File: config.mk
export PLATFORM = sky130hd
export DESIGN_NAME = peer_max_rssi_table_unit_flat
export DESIGN_NICKNAME = d
export VERILOG_FILES = /design/src/rtl/core/pmrt_pkg.sv /design/src/rtl/core/pmrt_if.sv /design/src/rtl/core/peer_max_rssi_table_unit.sv /design/src/rtl/core/pmrt_ram.sv /design/src/rtl/core/pmrt_obuf.sv /design/src/rtl/core/pmrt_walk.sv /design/src/flat_wrapper.sv
export SDC_FILE = /design/constraint.sdc
export NUM_CORES = 1
export LEC_CHECK = 0
export ABC_AREA = 1
export ABC_CLOCK_PERIOD_IN_PS = 4990
export BUFFER_PORTS_ARGS = -buffer_cell sky130_fd_sc_hd__clkbuf_2
export CELL_PAD_IN_SITES_DETAIL_PLACEMENT = 0
export CELL_PAD_IN_SITES_GLOBAL_PLACEMENT = 1
export CORE_MARGIN = 2
export CORE_UTILIZATION = 46
export CTS_BUF_LIST = sky130_fd_sc_hd__clkbuf_4
export DETAILED_ROUTE_END_ITERATION = 12
export PLACE_DENSITY = 0.86
export SLEW_MARGIN = 20
export SYNTH_ARGS = -nofsm -noshare
export SYNTH_HDL_FRONTEND = slang
export SYNTH_HIERARCHICAL = 1
export SYNTH_SLANG_ARGS = --single-unit
File: constraint.sdc
create_clock -name clk -period 4.99 [get_ports clk]
set_clock_uncertainty 0.2 [all_clocks]
set_input_delay 0.2495 -clock clk [delete_from_list [all_inputs] [get_ports clk]]
set_output_delay 0.2495 -clock clk [all_outputs]
set_load 0.005 [all_outputs]
File: src/rtl/core/pmrt_pkg.sv
`timescale 1ns / 1ps
// ----------------------------------------------------------------------------
// pmrt_pkg
// Shared types, constants and helpers for the peer max RSSI table.
// ----------------------------------------------------------------------------
package pmrt_pkg;

	localparam int unsigned SLOTS_DEF     = 8;
	localparam int unsigned KEY_BYTES_DEF = 8;
	localparam int unsigned KEY_W         = 64;
	localparam int unsigned RSSI_W        = 8;
	localparam int unsigned FUNC_W        = 2;

	typedef enum logic [FUNC_W-1:0] {
		FN_CLEAR = 2'd0,
		FN_NOTE  = 2'd1,
		FN_FLUSH = 2'd2,
		FN_NONE  = 2'd3
	} func_t;

	typedef struct packed {
		logic [KEY_W-1:0]         key;
		logic signed [RSSI_W-1:0] best;
		logic                     found;
		logic                     last;
	} res_t;

	// Keep the name up to its first zero byte and at most nbytes bytes.
	function automatic logic [KEY_W-1:0] name_key(input logic [KEY_W-1:0] raw,
			input int unsigned nbytes);
		logic [KEY_W-1:0] k;
		logic             stop;
		k    = '0;
		stop = 1'b0;
		for (int unsigned b = 0; b < KEY_W / 8; b++) begin
			if (b >= nbytes || raw[8*b +: 8] == 8'h00) begin
				stop = 1'b1;
			end
			if (!stop) begin
				k[8*b +: 8] = raw[8*b +: 8];
			end
		end
		return k;
	endfunction

endpackage

File: src/rtl/core/pmrt_if.sv
`timescale 1ns / 1ps
// ----------------------------------------------------------------------------
// pmrt_if
// Valid/ready channels for sightings in and table reports out.
// ----------------------------------------------------------------------------
interface pmrt_in_if;
	logic                                 valid;
	logic                                 ready;
	logic [pmrt_pkg::FUNC_W-1:0]          func;
	logic [pmrt_pkg::KEY_W-1:0]           peer_key;
	logic signed [pmrt_pkg::RSSI_W-1:0]   rssi;

	modport source (output valid, func, peer_key, rssi, input ready);
	modport sink   (input valid, func, peer_key, rssi, output ready);
endinterface

interface pmrt_out_if;
	logic                                 valid;
	logic                                 ready;
	logic [pmrt_pkg::KEY_W-1:0]           out_key;
	logic signed [pmrt_pkg::RSSI_W-1:0]   peak_rssi;
	logic                                 found;
	logic                                 last;

	modport source (output valid, out_key, peak_rssi, found, last, input ready);
	modport sink   (input valid, out_key, peak_rssi, found, last, output ready);
endinterface

File: src/rtl/core/peer_max_rssi_table_unit.sv
`timescale 1ns / 1ps
// ----------------------------------------------------------------------------
// peer_max_rssi_table_unit
// Per-peer strongest RSSI table: clear, note sighting, flush valid slots.
// ----------------------------------------------------------------------------
//  channel    dir  handshake     payload
//  sighting   in   valid/ready   func, peer_key, rssi
//  report     out  valid/ready   out_key, peak_rssi, found, last
//
// Clear drops every valid bit. Note walks the slot RAM one slot a cycle, as
// set by the single RAM read port; a match ends the walk early. Flush reads
// the slots in order and reports each valid one, holding while the sink
// stalls a report; an empty table gives a single not-found report.
// Reset clears the valid bits at once; the slot RAM needs no clearing.
// ----------------------------------------------------------------------------
module peer_max_rssi_table_unit #(
	parameter int unsigned SLOTS     = pmrt_pkg::SLOTS_DEF,
	parameter int unsigned KEY_BYTES = pmrt_pkg::KEY_BYTES_DEF
) (
	input  logic       clk,
	input  logic       arst_n,
	pmrt_in_if.sink    sighting,
	pmrt_out_if.source report
);

	localparam int unsigned IW = (SLOTS > 1) ? $clog2(SLOTS) : 1;
	localparam int unsigned MW = 8 * KEY_BYTES + pmrt_pkg::RSSI_W;

	logic           ram_we;
	logic [IW-1:0]  ram_waddr;
	logic [MW-1:0]  ram_wdata;
	logic           ram_re;
	logic [IW-1:0]  ram_raddr;
	logic [MW-1:0]  ram_rdata;
	logic           out_free;
	logic           push;
	pmrt_pkg::res_t res;

	pmrt_ram #(
		.WIDTH(MW),
		.DEPTH(SLOTS)
	) u_ram (
		.clk   (clk),
		.we    (ram_we),
		.waddr (ram_waddr),
		.wdata (ram_wdata),
		.re    (ram_re),
		.raddr (ram_raddr),
		.rdata (ram_rdata)
	);

	pmrt_walk #(
		.SLOTS     (SLOTS),
		.KEY_BYTES (KEY_BYTES)
	) u_walk (
		.clk       (clk),
		.arst_n    (arst_n),
		.sighting  (sighting),
		.ram_we    (ram_we),
		.ram_waddr (ram_waddr),
		.ram_wdata (ram_wdata),
		.ram_re    (ram_re),
		.ram_raddr (ram_raddr),
		.ram_rdata (ram_rdata),
		.out_free  (out_free),
		.push      (push),
		.res       (res)
	);

	pmrt_obuf u_obuf (
		.clk    (clk),
		.arst_n (arst_n),
		.push   (push),
		.res    (res),
		.free   (out_free),
		.report (report)
	);

endmodule

File: src/rtl/core/pmrt_ram.sv
`timescale 1ns / 1ps
// ----------------------------------------------------------------------------
// pmrt_ram
// Generic single-write, single-read RAM with registered read data.
// ----------------------------------------------------------------------------
module pmrt_ram #(
	parameter int unsigned WIDTH = 8,
	parameter int unsigned DEPTH = 8,
	localparam int unsigned AW   = (DEPTH > 1) ? $clog2(DEPTH) : 1
) (
	input  logic             clk,
	input  logic             we,
	input  logic [AW-1:0]    waddr,
	input  logic [WIDTH-1:0] wdata,
	input  logic             re,
	input  logic [AW-1:0]    raddr,
	output logic [WIDTH-1:0] rdata
);

	logic [WIDTH-1:0] mem [DEPTH];

	always_ff @(posedge clk) begin
		if (we) begin
			mem[waddr] <= wdata;
		end
	end

	// Read data holds while no read is issued.
	always_ff @(posedge clk) begin
		if (re) begin
			rdata <= mem[raddr];
		end
	end

endmodule

File: src/rtl/core/pmrt_obuf.sv
`timescale 1ns / 1ps
// ----------------------------------------------------------------------------
// pmrt_obuf
// Output register for report transfers; frees itself as the sink takes one.
// ----------------------------------------------------------------------------
module pmrt_obuf (
	input  logic               clk,
	input  logic               arst_n,
	input  logic               push,
	input  pmrt_pkg::res_t     res,
	output logic               free,
	pmrt_out_if.source         report
);

	logic           valid_q;
	pmrt_pkg::res_t res_q;

	assign free = !valid_q || report.ready;

	always_ff @(posedge clk or negedge arst_n) begin
		if (!arst_n) begin
			valid_q <= 1'b0;
		end else if (push) begin
			valid_q <= 1'b1;
		end else if (report.ready) begin
			valid_q <= 1'b0;
		end
	end

	always_ff @(posedge clk) begin
		if (push) begin
			res_q <= res;
		end
	end

	assign report.valid     = valid_q;
	assign report.out_key   = res_q.key;
	assign report.peak_rssi = res_q.best;
	assign report.found     = res_q.found;
	assign report.last      = res_q.last;

endmodule

File: src/rtl/core/pmrt_walk.sv
`timescale 1ns / 1ps
// ----------------------------------------------------------------------------
// pmrt_walk
// Slot sequencer: valid bits, slot walk over the RAM, key match and update.
// ----------------------------------------------------------------------------
module pmrt_walk #(
	parameter int unsigned SLOTS     = pmrt_pkg::SLOTS_DEF,
	parameter int unsigned KEY_BYTES = pmrt_pkg::KEY_BYTES_DEF,
	localparam int unsigned IW       = (SLOTS > 1) ? $clog2(SLOTS) : 1,
	localparam int unsigned CW       = $clog2(SLOTS + 1),
	localparam int unsigned KW       = 8 * KEY_BYTES,
	localparam int unsigned MW       = KW + pmrt_pkg::RSSI_W
) (
	input  logic               clk,
	input  logic               arst_n,
	pmrt_in_if.sink            sighting,
	// RAM ports
	output logic               ram_we,
	output logic [IW-1:0]      ram_waddr,
	output logic [MW-1:0]      ram_wdata,
	output logic               ram_re,
	output logic [IW-1:0]      ram_raddr,
	input  logic [MW-1:0]      ram_rdata,
	// output register
	input  logic               out_free,
	output logic               push,
	output pmrt_pkg::res_t     res
);

	typedef enum logic [3:0] {
		ST_IDLE  = 4'b0001,
		ST_NOTE  = 4'b0010,
		ST_FLUSH = 4'b0100,
		ST_EMPTY = 4'b1000
	} state_t;

	state_t                             state_q;
	logic [SLOTS-1:0]                   valid_q;
	logic [KW-1:0]                      key_q;
	logic signed [pmrt_pkg::RSSI_W-1:0] rssi_q;
	logic [CW-1:0]                      iss_q;
	logic                               v_s1;
	logic [IW-1:0]                      idx_s1;
	logic                               free_found_q;
	logic [IW-1:0]                      free_idx_q;

	logic                               accept;
	logic [pmrt_pkg::KEY_W-1:0]         key_full;
	logic [KW-1:0]                      rd_key;
	logic signed [pmrt_pkg::RSSI_W-1:0] rd_best;
	logic                               slot_v;
	logic                               hit;
	logic                               at_end;
	logic                               consume;
	logic                               s1_open;
	logic                               issue;
	logic                               more;
	logic [SLOTS-1:0]                   above;

	assign sighting.ready = (state_q == ST_IDLE);
	assign accept         = sighting.valid && sighting.ready;
	assign key_full       = pmrt_pkg::name_key(sighting.peer_key, KEY_BYTES);

	assign rd_key  = ram_rdata[MW-1 -: KW];
	assign rd_best = $signed(ram_rdata[pmrt_pkg::RSSI_W-1:0]);
	assign slot_v  = valid_q[idx_s1];
	assign hit     = v_s1 && slot_v && (rd_key == key_q);
	assign at_end  = (idx_s1 == IW'(SLOTS - 1));
	assign more    = (iss_q < CW'(SLOTS));
	assign above   = (valid_q >> idx_s1) >> 1;

	// A flush slot leaves stage 1 when it is empty or the output register takes it.
	assign consume = v_s1 && (!slot_v || out_free);
	assign s1_open = !v_s1 || consume;

	always_comb begin
		issue = 1'b0;
		unique case (state_q)
			ST_NOTE:  issue = more;
			ST_FLUSH: issue = more && s1_open;
			ST_IDLE,
			ST_EMPTY: issue = 1'b0;
			default:  issue = 1'b0;
		endcase
	end

	assign ram_re    = issue;
	assign ram_raddr = iss_q[IW-1:0];

	always_comb begin
		ram_we    = 1'b0;
		ram_waddr = idx_s1;
		ram_wdata = {key_q, rssi_q};
		if (state_q == ST_NOTE && v_s1) begin
			if (hit) begin
				ram_we = (rssi_q > rd_best);
			end else if (at_end) begin
				if (free_found_q) begin
					ram_we    = 1'b1;
					ram_waddr = free_idx_q;
				end else begin
					ram_we = !slot_v;
				end
			end
		end
	end

	always_comb begin
		push      = 1'b0;
		res.key   = pmrt_pkg::KEY_W'(rd_key);
		res.best  = rd_best;
		res.found = 1'b1;
		res.last  = (above == '0);
		if (state_q == ST_FLUSH) begin
			push = v_s1 && slot_v && out_free;
		end else if (state_q == ST_EMPTY) begin
			push      = out_free;
			res.key   = '0;
			res.best  = '0;
			res.found = 1'b0;
			res.last  = 1'b1;
		end
	end

	always_ff @(posedge clk or negedge arst_n) begin
		if (!arst_n) begin
			state_q      <= ST_IDLE;
			valid_q      <= '0;
			iss_q        <= '0;
			v_s1         <= 1'b0;
			free_found_q <= 1'b0;
		end else begin
			if (issue) begin
				iss_q <= iss_q + CW'(1);
			end
			unique case (state_q)
				ST_IDLE: begin
					v_s1 <= 1'b0;
					if (accept) begin
						iss_q        <= '0;
						free_found_q <= 1'b0;
						unique case (pmrt_pkg::func_t'(sighting.func))
							pmrt_pkg::FN_CLEAR: valid_q <= '0;
							pmrt_pkg::FN_NOTE:  state_q <= ST_NOTE;
							pmrt_pkg::FN_FLUSH: state_q <= (valid_q == '0) ? ST_EMPTY : ST_FLUSH;
							pmrt_pkg::FN_NONE:  state_q <= ST_IDLE;
						endcase
					end
				end
				ST_NOTE: begin
					v_s1 <= issue;
					if (v_s1) begin
						if (hit) begin
							state_q <= ST_IDLE;
						end else if (at_end) begin
							if (ram_we) begin
								valid_q[ram_waddr] <= 1'b1;
							end
							state_q <= ST_IDLE;
						end else if (!slot_v && !free_found_q) begin
							free_found_q <= 1'b1;
						end
					end
				end
				ST_FLUSH: begin
					if (issue) begin
						v_s1 <= 1'b1;
					end else if (consume) begin
						v_s1 <= 1'b0;
					end
					if (push && res.last) begin
						state_q <= ST_IDLE;
					end
				end
				ST_EMPTY: begin
					if (push) begin
						state_q <= ST_IDLE;
					end
				end
				default: state_q <= ST_IDLE;
			endcase
		end
	end

	// Payload registers: no reset needed.
	always_ff @(posedge clk) begin
		if (accept) begin
			key_q  <= key_full[KW-1:0];
			rssi_q <= sighting.rssi;
		end
		if (issue) begin
			idx_s1 <= iss_q[IW-1:0];
		end
		if (state_q == ST_NOTE && v_s1 && !hit && !slot_v && !free_found_q) begin
			free_idx_q <= idx_s1;
		end
	end

endmodule

File: src/flat_wrapper.sv
// flat-port wrapper written by rule: the top's interface ports become plain ports
module peer_max_rssi_table_unit_flat 
#(
	parameter int unsigned SLOTS     = pmrt_pkg::SLOTS_DEF,
	parameter int unsigned KEY_BYTES = pmrt_pkg::KEY_BYTES_DEF
)
  (clk, arst_n, sighting_valid, sighting_func, sighting_peer_key, sighting_rssi, sighting_ready, report_valid, report_out_key, report_peak_rssi, report_found, report_last, report_ready);
  pmrt_in_if sighting_i ();
  pmrt_out_if report_i ();
  input  logic clk;
  input  logic arst_n;
  input wire logic [$bits(sighting_i.valid)-1:0] sighting_valid;
  input wire logic [$bits(sighting_i.func)-1:0] sighting_func;
  input wire logic [$bits(sighting_i.peer_key)-1:0] sighting_peer_key;
  input wire logic [$bits(sighting_i.rssi)-1:0] sighting_rssi;
  output wire logic [$bits(sighting_i.ready)-1:0] sighting_ready;
  output wire logic [$bits(report_i.valid)-1:0] report_valid;
  output wire logic [$bits(report_i.out_key)-1:0] report_out_key;
  output wire logic [$bits(report_i.peak_rssi)-1:0] report_peak_rssi;
  output wire logic [$bits(report_i.found)-1:0] report_found;
  output wire logic [$bits(report_i.last)-1:0] report_last;
  input wire logic [$bits(report_i.ready)-1:0] report_ready;
  assign sighting_i.valid = sighting_valid;
  assign sighting_i.func = sighting_func;
  assign sighting_i.peer_key = sighting_peer_key;
  assign sighting_i.rssi = sighting_rssi;
  assign sighting_ready = sighting_i.ready;
  assign report_valid = report_i.valid;
  assign report_out_key = report_i.out_key;
  assign report_peak_rssi = report_i.peak_rssi;
  assign report_found = report_i.found;
  assign report_last = report_i.last;
  assign report_i.ready = report_ready;
  peer_max_rssi_table_unit #(.SLOTS(SLOTS), .KEY_BYTES(KEY_BYTES)) u_core (.clk(clk), .arst_n(arst_n), .sighting(sighting_i), .report(report_i));
endmodule
After elaboration in Yosys (flattened, before gate mapping) --
Memories as Yosys holds them, arrays and structs flattened. A register that Yosys moved wholly into a read port is not among the register bits. Cells that the tools add are included.
Operators by class: $add $sub $neg 1, $lt $le $gt $ge 5, equal/unequal tests 22, shift-type cells 1, mux-type cells 57, bitwise gates (word level) 1, reduce and logical (&&, ||, !) cells 39
Operators by type and width (count):
- two-way mux 74 bit | 2
- zero test 8 bit | 10
- == test 64 bit | 1
- two-way mux 8 bit | 6
- two-way mux 4 bit | 10
- two-way mux 1 bit | 27
- one-hot mux 4 bit (4 select lines) | 1
- one-hot mux 8 bit (2 select lines) | 1
- logical AND 1 bit | 13
- two-way mux 3 bit | 4
- != test 2 bit (second input constant) | 6
- one-hot mux 4 bit (3 select lines) | 1
- AND reduction 6 bit | 2
- > comparator 8 bit | 1
- < comparator 3 x 4 -> 1 bit (second input constant) | 2
- != test 2 x 1 -> 1 bit (second input constant) | 4
- bitwise OR 8 bit | 1
- >> shifter 8 x 3 -> 8 bit | 1
- AND reduction 7 bit | 1
- zero test 1 bit | 5
- adder 4 x 1 -> 4 bit (second input constant) | 1
- == test 2 bit (second input constant) | 2
- == test 4 x 1 -> 1 bit (second input constant) | 1
- == test 4 x 2 -> 1 bit (second input constant) | 1
- 18 further kinds | 22
Word-level totals: flip-flop bits (word level) 171, RAM bits 576, output and inout bits 76, logic and storage cells 148, memories kept 1
Memory list:
- u_core.u_ram.mem | depth 8, bits a word 72, rd ports 1, clocked after Yosys merged registers in 1, wr ports 1, RTL line pmrt_ram.sv:20 | logic [WIDTH-1:0] mem [DEPTH];

Longest topological paths before layout --
word-level depth 16, mapped depth 18, depth with buffers taken out 18

By module --
Netlist, hierarchy kept.
Modules (own cells, without submodules):
- pmrt_ram | times used 1, cells an instance 2577, area each 27286.2 um^2, sequential area each 19458.7 um^2
- pmrt_walk | times used 1, cells an instance 852, area each 6110.9 um^2, sequential area each 2793.9 um^2
- pmrt_obuf | times used 1, cells an instance 79, area each 2267.2 um^2, sequential area each 2247.2 um^2

Worst setup path after synthesis --
Ideal clock, no wire load.
path type register to register, start reg u_core.u_walk.key_q[46], end mem u_core/u_ram/mem[1][0] in the netlist's numbering, enable pin, arrival time 4.599 ns, data required time 4.287 ns, slack -0.312 ns, stages on the path, launching flop included 13, path buffers 0, cells stage by stage edfxtp_1 -> xor2_1 -> nor2_1 -> nand2_1 -> nor2_1 -> nand2_1 -> nor2_1 -> nand3_4 -> nand4_1 -> nand2_2 -> inv_2 -> nand2_1 -> nor2_1
Between the ends: elaborated cells between the ends (all ways) 8, classes of those cells eq/ne: 1; mux: 6; reduce/logical: 1
RTL lines:
- start: declaration | RTL line pmrt_walk.sv:39 | logic [KW-1:0] key_q;
- start signal: assignment | RTL line pmrt_walk.sv:188 | key_q <= key_full[KW-1:0];
- == test 64 bit | RTL line pmrt_walk.sv:67 | assign hit = v_s1 && slot_v && (rd_key == key_q);
- logical AND 1 bit | RTL line pmrt_walk.sv:67
- two-way mux 3 bit | RTL line pmrt_walk.sv:95 | if (hit) begin
- two-way mux 3 bit | RTL line pmrt_walk.sv:94 | if (state_q == ST_NOTE && v_s1) begin
- named net u_core.ram_waddr[0] | RTL line peer_max_rssi_table_unit.sv:30 | logic [IW-1:0] ram_waddr;
- end: declaration | RTL line pmrt_ram.sv:20
The timed path passes the listed nets, and every way through them passes these cells.

Worst setup path after layout --
start reg u_core.u_walk.key_q[63], end mem u_core/u_ram/mem[7][66] in the netlist's numbering, enable pin
The elaborated chain is that of the path after synthesis.

==> impl_metrics.ini <==
[status]
outcome = complete, no violations

[floorplan]
initial_utilization_pct = 46.3
io_pins = 154
placementRows = 102
core-area_um2 = 77100
die_area_um2 = 79800
die_height_um = 282
die_w_um = 282

[global_route]
antenna_found_initial = 1
grt_usage_pct = 21.1
use_met2_pct = 36.1
grt_pass1_wl_um = 129000
grt_max_degree = 186
grt_pass1_vias = 24300
grtUsageMet1_pct = 25.4
grt_busiest_layer = met2
grt_overflow = 0
use_met3_pct = 4.68

[setup_path]
worst_path_max_delay_cell = nor2_4
crit_path_cell_trace = inv_1 > nand2_1 > nand2_1 > nor2_1 > nand2_1 > nor2_1 > nand2_1 > nor2_1 > nand3_4 > nand4_1 > nand2_2 > inv_2 > nand2_1 > nor2_4 > buf_12
worstReg2RegEnd = u_core/u_ram/mem[7][66]
endpoint = u_core/u_ram/mem[7][66]
end_kind = flip-flop
r2r_cells = 15
startpoint = u_core/u_walk/key_q[63]
crit_path_start_kind = flip-flop
r2r-start = u_core/u_walk/key_q[63]
required_ns = 5.45
crit_path_frequent_cell = nand2_1
worstPathMaxFanout = 20
r2r_slack_ns = 0.92
arrival_ns = 4.53
critPathKind = reg2reg
worst_path_largest_cell_delay_ns = 0.72

[final_layout]
final_area_um2 = 42300
nets = 4066
drive_gt1_share_pct = 13.1
syn_to_final_growth_pct = 18.5

[logic_synthesis]
synth_top_area_cell = edfxtp_1
synth_nets = 3595
synth_cells = 3508
yosys_warnings = 6
synth_edf_count = 800
ys.flop_type = edfxtp_1
synthTopCellsByArea = edfxtp_1 67%, nand2_1 12%, inv_1 8.3%
synthDistinctLibCells = 38
netlist_area_um2 = 35700
ys_ff_latch = 819
netlist.area_leader.share_pct = 67.4
postSynth.asyncResetShare_pct = 2.32
synth-seq-area-share_pct = 68.7
syn_area_per_cell_um2 = 10.2

[power_and_ir_drop]
sequentialPowerShare_pct = 49.0
p_leak_uw = 0.0191
power.switching_uw = 5810
power.density_nw_per_um2 = 433
p_comb_share_pct = 20.7
internal_power_uw = 12500
swShare_pct = 31.8
peakVddDrop_v = 0.000319
p_clk_share_pct = 30.3

[job]
drv_cap = 0

[clock_tree]
cts_resized = 0
cts-root-buf = clkbuf_4
cts_sinks = 819
cts_made_buffers = 201
cts_tree = built
clock_latency_ns = 1.04
clkTransAtPathRegs_ns = 0.06
htreeDepth = 4
clock_path_buffers = 3

[timing]
max_freq_mhz = 246
rsz0062_at_grt = no
tightest_slew_ns = 0.951
hold_ws_ns = 0.143
finalCritPeriodShare_pct = 81.5
setup_viol_count_final = 0
hold_violations = 0
slew_headroom_pct = 36.6
finalCriticalPeriod_ns = 4.07
finalMaxSlewViolations = 0

[detailed_routing]
drc = 0
vias_per_cell = 4.71
wl_per_cell_um = 16.0
first_pass_iters = 8
vias = 24400
wirelength_um = 83100
drt_iter0_markers = 1797
antenna_left = 0

[placement]
post-dp-hpwl_um = 45100
numPortBuffers = 153
routabilityCongestion = 0.800
placed_cell_area_um2 = 37600

[hold_path]
min_path_type = in2reg
==> flip-flops by register name (all words and copies together), names as in the netlist <==
register,cells
u_core/u_walk/v_s1,1
u_core/u_obuf/report.out_key,64
u_core/u_ram/rdata,72
u_core/u_walk/free_found_q,1
u_core/u_walk/iss_q,4
u_core/u_obuf/report.valid,1
u_core/u_walk/key_q,64
u_core/u_walk/free_idx_q,3
u_core/u_obuf/report.peak_rssi,8
u_core/u_ram/mem,576
u_core/u_walk/rssi_q,8
u_core/u_obuf/report.last,1
u_core/u_obuf/report.found,1
u_core/u_walk/state_q,4
u_core/u_walk/idx_s1,3
u_core/u_walk/valid_q,8
==> metal layers <==
layer / part of all wire (%) / wire (um) / vias to the layer above
met2: 50 / 41500 / 781
met3: 6.0 / 4980 / 160
li1: - / - / 12000
met5: 0 / 0 / -
met4: 3.2 / 2700 / 0
met1: 41 / 33900 / 11400
==> synth_stat cells (all sizes together), types with 11 or more instances <==
cell type,count
nand2,1149
edfxtp,800
inv,800
nand3,297
nor2,205
buf,92
clkbuf,36
a21oi,26
xor2,19
dfrtp,18
o21ai,16
nor4,12
nand4,11
==> through the flow <==
step	utilization [%]	setup slack [ns]	total power (uW)	TNS, ns	cells
after floorplan	-	-0.312	11700	-133.09	3508
after global placement	48.8	1.01	12700	0	4611
after detailed placement	48.8	0.974	12700	0	4611
after CTS	54.8	0.957	18400	0	5185
after global routing	54.8	0.745	19300	0	5186
final	54.8	0.924	18300	0	5186
==> cells by family after synthesis <==
kind of cell	share of synthesized area, %
buffers and inverters	10.5
AO/OA/AOI/OAI	0.775
AND/OR/NAND/NOR	19.3
XOR/XNOR	0.467
flip-flops	68.7
adder cells (fa/ha/maj)	0.316
==> cell usage in the layout (no fill, tap or decap), types with 22 or more instances in the layout <==
cell type / n
inv_1: 789
clkbuf_4: 278
buf_4: 22
edfxtp_1: 800
clkbuf_2: 153
nand3_1: 295
dlygate4sd3_1: 205
clkinv_1: 66
nand2_1: 1142
a21oi_1: 23
nor2_1: 191
==> power by group through the flow <==
stage / clock, uW / combinational (uW) / sequential (uW)
after floorplan: 0 / 2770 / 8890
after global placement: 0 / 3590 / 9080
after detailed placement: 0 / 3620 / 9100
after CTS: 5690 / 3790 / 8960
after global routing: 6030 / 4270 / 9030
final: 5540 / 3790 / 8960
==> final cells by class <==
class                      count  area (um2)
antenna                        1        2.50
tap                         1040        1300
timing repair buffer         396        3300
multi-input combinational   1760        7500
fill                        6682       34800
clock inverter                91         524
sequential                   819       24500
clock buffer                 278        2090
inverter                     801        3020
==> critical path, delay by kind of cell (launching register included) <==
| family | cells | cell delay (ns) |
|---|---|---|
| buf+inv | 3 | 0.47 |
| flops | 1 | 0.51 |
| simple gates | 12 | 2.51 |
==> repair_timing <==
item,4_1_cts,5_1_grt
hold endpoints to repair,250,0
buffers inserted,0,0
hold buffers,205,0
==> worst min path at each step <==
stage | from | endpoint | slack, ns | cells past startpoint
after floorplan | arst_n | u_core/u_obuf/report.valid | -0.25 | 0
after global placement | arst_n | u_core/u_obuf/report.valid | 0.05 | 1
after detailed placement | arst_n | u_core/u_obuf/report.valid | 0.05 | 1
after CTS | sighting_func[0] | u_core/u_walk/valid_q[4] | 0.0002 | 6
after global routing | sighting_valid | u_core/u_walk/free_found_q | 0.1 | 5
final | sighting_valid | u_core/u_walk/free_found_q | 0.14 | 5
(Power assumes the default switching activity.)
